--- src/design/lfu_pkg.sv ---
// Package: shared types, constants and controller codes for the LFU table.
package lfu_pkg;
  localparam int Entries = 64;
  localparam int IdxW = $clog2(Entries);
  localparam int CntW = $clog2(Entries + 1);
  localparam int KeyW = 64;
  localparam int UseW = 48;
  localparam int CapW = 20;
  localparam int StampW = 64;
  localparam int MaxResults = 64;
  localparam int ResW = $clog2(MaxResults + 1);

  localparam logic [1:0] OpInsert = 2'd0;
  localparam logic [1:0] OpTouch  = 2'd1;
  localparam logic [1:0] OpRemove = 2'd2;
  localparam logic [1:0] OpEvict  = 2'd3;

  localparam logic [1:0] StOk       = 2'd0;
  localparam logic [1:0] StNotFound = 2'd1;
  localparam logic [1:0] StFull     = 2'd2;

  typedef struct packed {
    logic [1:0]      operation;
    logic [KeyW-1:0] key;
    logic [31:0]     record_size;
  } req_t;

  typedef struct packed {
    logic [1:0]      status;
    logic            evicted_valid;
    logic [KeyW-1:0] evicted_key;
    logic [UseW-1:0] usage_bytes;
    logic            last;
  } res_t;

  // one slot of the entry memory; a larger stamp is a more recent use
  typedef struct packed {
    logic [KeyW-1:0]   key;
    logic [31:0]       cnt;
    logic [31:0]       size;
    logic [StampW-1:0] stamp;
  } entry_t;

  // controller -> datapath
  typedef struct packed {
    logic load;      // latch request, reset scan
    logic scan_step; // examine entry at scan index
    logic commit;    // apply the update decided by the scan
    logic ev_start;  // restart victim search
    logic evict;     // drop chosen victim
  } cmd_t;

  // datapath -> controller
  typedef struct packed {
    logic scan_done;
    logic found;
    logic has_free;
    logic over;       // usage above limit and entries live
  } sts_t;
endpackage

--- src/design/lfu_ctrl.sv ---
// Controller: sequences scan, update, victim loop and result hand-off.
module lfu_ctrl (
  input  logic               clk_i,
  input  logic               rst_ni,
  input  logic               in_valid_i,
  output logic               in_ready_o,
  input  logic [1:0]         op_i,
  input  lfu_pkg::sts_t      sts_i,
  output lfu_pkg::cmd_t      cmd_o,
  output logic               res_load_o,
  output logic [1:0]         res_status_o,
  output logic               res_ev_o,
  output logic               res_last_o,
  output logic               res_flush_o,
  input  logic               res_free_i
);
  import lfu_pkg::*;

  localparam logic [2:0] SIdle  = 3'd0;
  localparam logic [2:0] SScan  = 3'd1;
  localparam logic [2:0] SDec   = 3'd2;
  localparam logic [2:0] SEvChk = 3'd3;
  localparam logic [2:0] SEvOut = 3'd4;
  localparam logic [2:0] SDone  = 3'd5;

  logic [2:0]      state_q, state_d;
  logic [1:0]      op_q;
  logic [ResW-1:0] n_q, n_d;

  assign in_ready_o = (state_q == SIdle);

  always_comb begin
    state_d      = state_q;
    n_d          = n_q;
    cmd_o        = '0;
    res_load_o   = 1'b0;
    res_status_o = StOk;
    res_ev_o     = 1'b0;
    res_last_o   = 1'b1;
    res_flush_o  = 1'b0;
    case (state_q)
      SIdle: if (in_valid_i) begin
        cmd_o.load = 1'b1;
        n_d        = '0;
        state_d    = (op_i == OpEvict) ? SEvChk : SScan;
      end
      SScan: begin
        if (sts_i.scan_done) state_d = SDec;
        else cmd_o.scan_step = 1'b1;
      end
      SDec: if (res_free_i) begin
        res_load_o = 1'b1;
        if (op_q == OpInsert && !sts_i.found && !sts_i.has_free) res_status_o = StFull;
        else if (op_q != OpInsert && !sts_i.found) res_status_o = StNotFound;
        else cmd_o.commit = 1'b1;
        state_d = SIdle;
      end
      SEvChk: begin
        if (sts_i.over && n_q != ResW'(MaxResults)) begin
          cmd_o.ev_start = 1'b1;
          state_d = SEvOut;
        end else begin
          state_d = SDone;
        end
      end
      SEvOut: begin
        if (!sts_i.scan_done) cmd_o.scan_step = 1'b1;
        else if (res_free_i) begin
          cmd_o.evict = 1'b1;
          res_load_o  = 1'b1;
          res_ev_o    = 1'b1;
          res_last_o  = 1'b0;
          n_d         = n_q + 1'b1;
          state_d     = SEvChk;
        end
      end
      SDone: if (res_free_i) begin
        // terminal result; a held eviction result gets its last flag instead
        res_load_o  = (n_q == '0);
        res_flush_o = (n_q != '0);
        state_d     = SIdle;
      end
      default: state_d = SIdle;
    endcase
  end

  always_ff @(posedge clk_i or negedge rst_ni) begin
    if (!rst_ni) begin
      state_q <= SIdle;
      n_q     <= '0;
      op_q    <= OpInsert;
    end else begin
      state_q <= state_d;
      n_q     <= n_d;
      if (cmd_o.load) op_q <= op_i;
    end
  end
endmodule
--- config.mk ---
export PLATFORM = sky130hd
export DESIGN_NAME = lfu_ctrl
export DESIGN_NICKNAME = d
export VERILOG_FILES = /design/src/design/lfu_pkg.sv /design/src/design/lfu_ctrl.sv
export SDC_FILE = /design/constraint.sdc
export NUM_CORES = 1
export LEC_CHECK = 0
export BUFFER_PORTS_ARGS = -buffer_cell sky130_fd_sc_hd__buf_2
export CAP_MARGIN = 20
export CORE_MARGIN = 5
export CORE_UTILIZATION = 45
export CTS_BUF_LIST = sky130_fd_sc_hd__clkbuf_8
export CTS_CLUSTER_DIAMETER = 50
export DETAILED_ROUTE_END_ITERATION = 7
export PLACE_DENSITY = 0.79
export SYNTH_ARGS = -nofsm -noshare
export SYNTH_HDL_FRONTEND = slang
export SYNTH_SLANG_ARGS = --single-unit
--- constraint.sdc ---
create_clock -name clk_i -period 1.9 [get_ports clk_i]
set_clock_uncertainty 0.05 [all_clocks]
set_input_delay 0.095 -clock clk_i [delete_from_list [all_inputs] [get_ports clk_i]]
set_output_delay 0.095 -clock clk_i [all_outputs]
set_load 0.1 [all_outputs]
==> impl_metrics.toml <==
[run_status]
status = "finished, violations left"
failed_checks = "setup timing"

[floorplan]
die_x_um = 54.1
core-area_um2 = 1900
ioPinCount = 22
fp.dieArea_um2 = 2930
initial_core_util_pct = 46.0
fp.dieH_um = 54.1
fp-row-count = 16

[place]
place_inst = 147
portBuffers = 21
gp_congestion = 0.791
placed_cell_area_um2 = 1170

[pwr]
p_clk_share_pct = 13.8
switching_share_pct = 51.8
cellLeakagePower_nw = 0.580
p_sw_w = 0.00106
p_seq_share_pct = 21.1
power.density_nw_per_um2 = 1570
internal_power_w = 0.000984
p_comb_share_pct = 65.1
ir_drop_uv = 1210

[clock_tree]
clockBufferDepth = 2
clk_latency_ps = 240
cts_tree = "yes"
root_buffer = "clkbuf_8"
cts_sinks = 12
cts_max_level = 1
cts_inserted_buffers = 3
clk_pin_slew_ps = 60

[global_routing]
grt_start_max_net_pins = 13
grt_pass1_vias = 918
antenna_found_initial = 0
overflow = 0
grt_pass1_wl_um = 4010
track_usage_pct = 18.9

[finish]
instances_no_fill = 157
final_area_um2 = 1300
final_nets = 143
drive_gt1_share_pct = 38.5
multiInputGateArea_um2 = 586
areaGrowthSynthToFinish_pct = 48.5
fin_util_pct = 68.3
seq_area_um2 = 300
antennaDiodeCount = 0
fill_cells = 154

[min_path]
hp-class = "input port to register"

[worst_setup_path]
required_ps = 1750
critPathKind = "register to primary output"
cp_max_fo = 3
arrival_ps = 1770
start_kind = "register"
end_kind = "primary output"

[flow_run]
maxCapViolCount = 0

[sta]
worst_slack_ps = -19.8
finalHoldViolCount = 0
max_slew_margin_pct = 67.9
whs_ps = 23.6
period_share_pct = 101
period_minus_slack_ps = 1920
rsz0062_at_grt = "true"
max_freq_ghz = 0.521
tightest_slew_ps = 485
finalSetupViolCount = 1
setup_tns_ps = -19.8
finalMaxSlewViolations = 0

[route]
viasPerCell = 5.71
drt.antenna.violating_nets = 0
drtIter0Drc = 17
drc = 0
firstDrtPassIters = 4
wl_per_cell_um = 15.3
vias = 897
finalWirelength_um = 2400

[synth]
yosysMostFrequentCell = "nand2_1"
synth_edf_count = 0
ys_seq_area_share_pct = 34.3
ys_ff_latch = 12
synthesis.nets = 114
yosys_warnings = 0
synth-main-ff-cell = "dfrtp_1"
ys_top_cells_by_count = "nand2_1, dfrtp_1, nand2b_1, inv_1, nor2_1"
yosysTopAreaCell = "dfrtp_1"
synth_area_leaders = "dfrtp_1, nand2_1, nand2b_1, mux2i_1, ha_1"
async_flop_share_pct = 100
synth_top_area_share_pct = 34.3
syn_area_um2 = 875
synthDistinctLibCells = 42
postSynthAreaPerCell_um2 = 8.57
synth_cells = 102
[logic make-up after synthesis]
logic type	count (synthesis)	share of synthesized area, %
compound gates	18	16.2
flops	12	34.3
xor+xnor	1	1.00
mux	5	5.87
simple gates	52	33.6
buf+inv	12	6.15
fa+ha+maj	2	2.86
[state kept, by name, indices dropped and copies added (netlist names)]
| name | flops |
|---|---|
| op_q | 2 |
| state_q | 3 |
| n_q | 7 |
[what timing repair did]
action | in CTS | in global routing
endpoints found under the setup margin | 4 | 5
buffers inserted | 4 | 1
resized for setup | 4 | 3
pin swaps | 2 | 1
hold endpoints to repair | 12 | 0
hold buffers | 1 | 0
[metrics by stage]
stage	power [W]	setup slack, ps
2_1_floorplan	0.00141	-272
3_3_place_gp	0.00164	183
3_5_place_dp	0.00168	148
4_1_cts	0.00202	-24.1
5_1_grt	0.00214	-103
6_report	0.00204	-19.8
[power by group through the flow]
| stage | clock, W | combinational (W) | sequential (W) |
|---|---|---|---|
| floorplan | 0 | 0.00102 | 0.000392 |
| detailed placement | 0 | 0.00125 | 0.000432 |
| global route | 0.000303 | 0.00140 | 0.000440 |
| finish | 0.000282 | 0.00133 | 0.000430 |
| CTS | 0.000284 | 0.00130 | 0.000427 |
| global placement | 0 | 0.00121 | 0.000423 |
[path summary, 6_finish.rpt]
kind	slack [ps]	depth (start not counted)	endpoint	from
max	-20	4	res_load_o	n_q[2]$_DFFE_PN0P_
min	20	3	op_q[1]$_DFFE_PN0P_	op_i[1]
max reg2reg	320	3	n_q[3]$_DFFE_PN0P_	state_q[2]$_DFFE_PN0P_
min reg2reg	440	2	op_q[1]$_DFFE_PN0P_	op_q[1]$_DFFE_PN0P_
max in group asynchronous	1370	2	n_q[3]$_DFFE_PN0P_	rst_ni
min in group asynchronous	210	2	n_q[6]$_DFFE_PN0P_	rst_ni
[critical path, stage by stage, from the launching register on]
cell and delay (ps):
dfrtp_1 380, or4_4 550, nand4bb_1 200, o211ai_2 200
buf_12 200
[layout by cell type, fill, tap and decap left out, drive strengths merged, types with 2 or more instances in the layout]
master   Yosys  routed
a211oi       3       3
a21oi        2       2
buf          6      29
clkbuf       0       4
dfrtp       12      12
ha           2       2
inv          6       5
mux2i        4       4
nand2       17      17
nand2b       7       7
nand3        3       3
nand3b       3       3
nand4bb      2       2
nor2         5       5
nor2b        3       3
nor3         2       2
o211ai       3       3
o21ai        2       2
or2          2       2
[per-layer routing]
layer | global-route usage [%] | wire length, µm | vias to the layer above
met5 | 0 | 0 | -
met4 | 6.64 | 38 | 0
met3 | 4.71 | 127 | 6
met2 | 33.5 | 1210 | 33
met1 | 21.9 | 1030 | 442
li1 | - | - | 416
[area by class of cell]
type / instances / share of cell area, %
Sequential cell: 12 / 23.1
Clock buffer: 4 / 4.24
Timing Repair Buffer: 30 / 22.9
Multi-Input combinational cell: 78 / 45.1
Tap cell: 27 / 2.60
Inverter: 6 / 2.02
(Power assumes the default switching activity.)
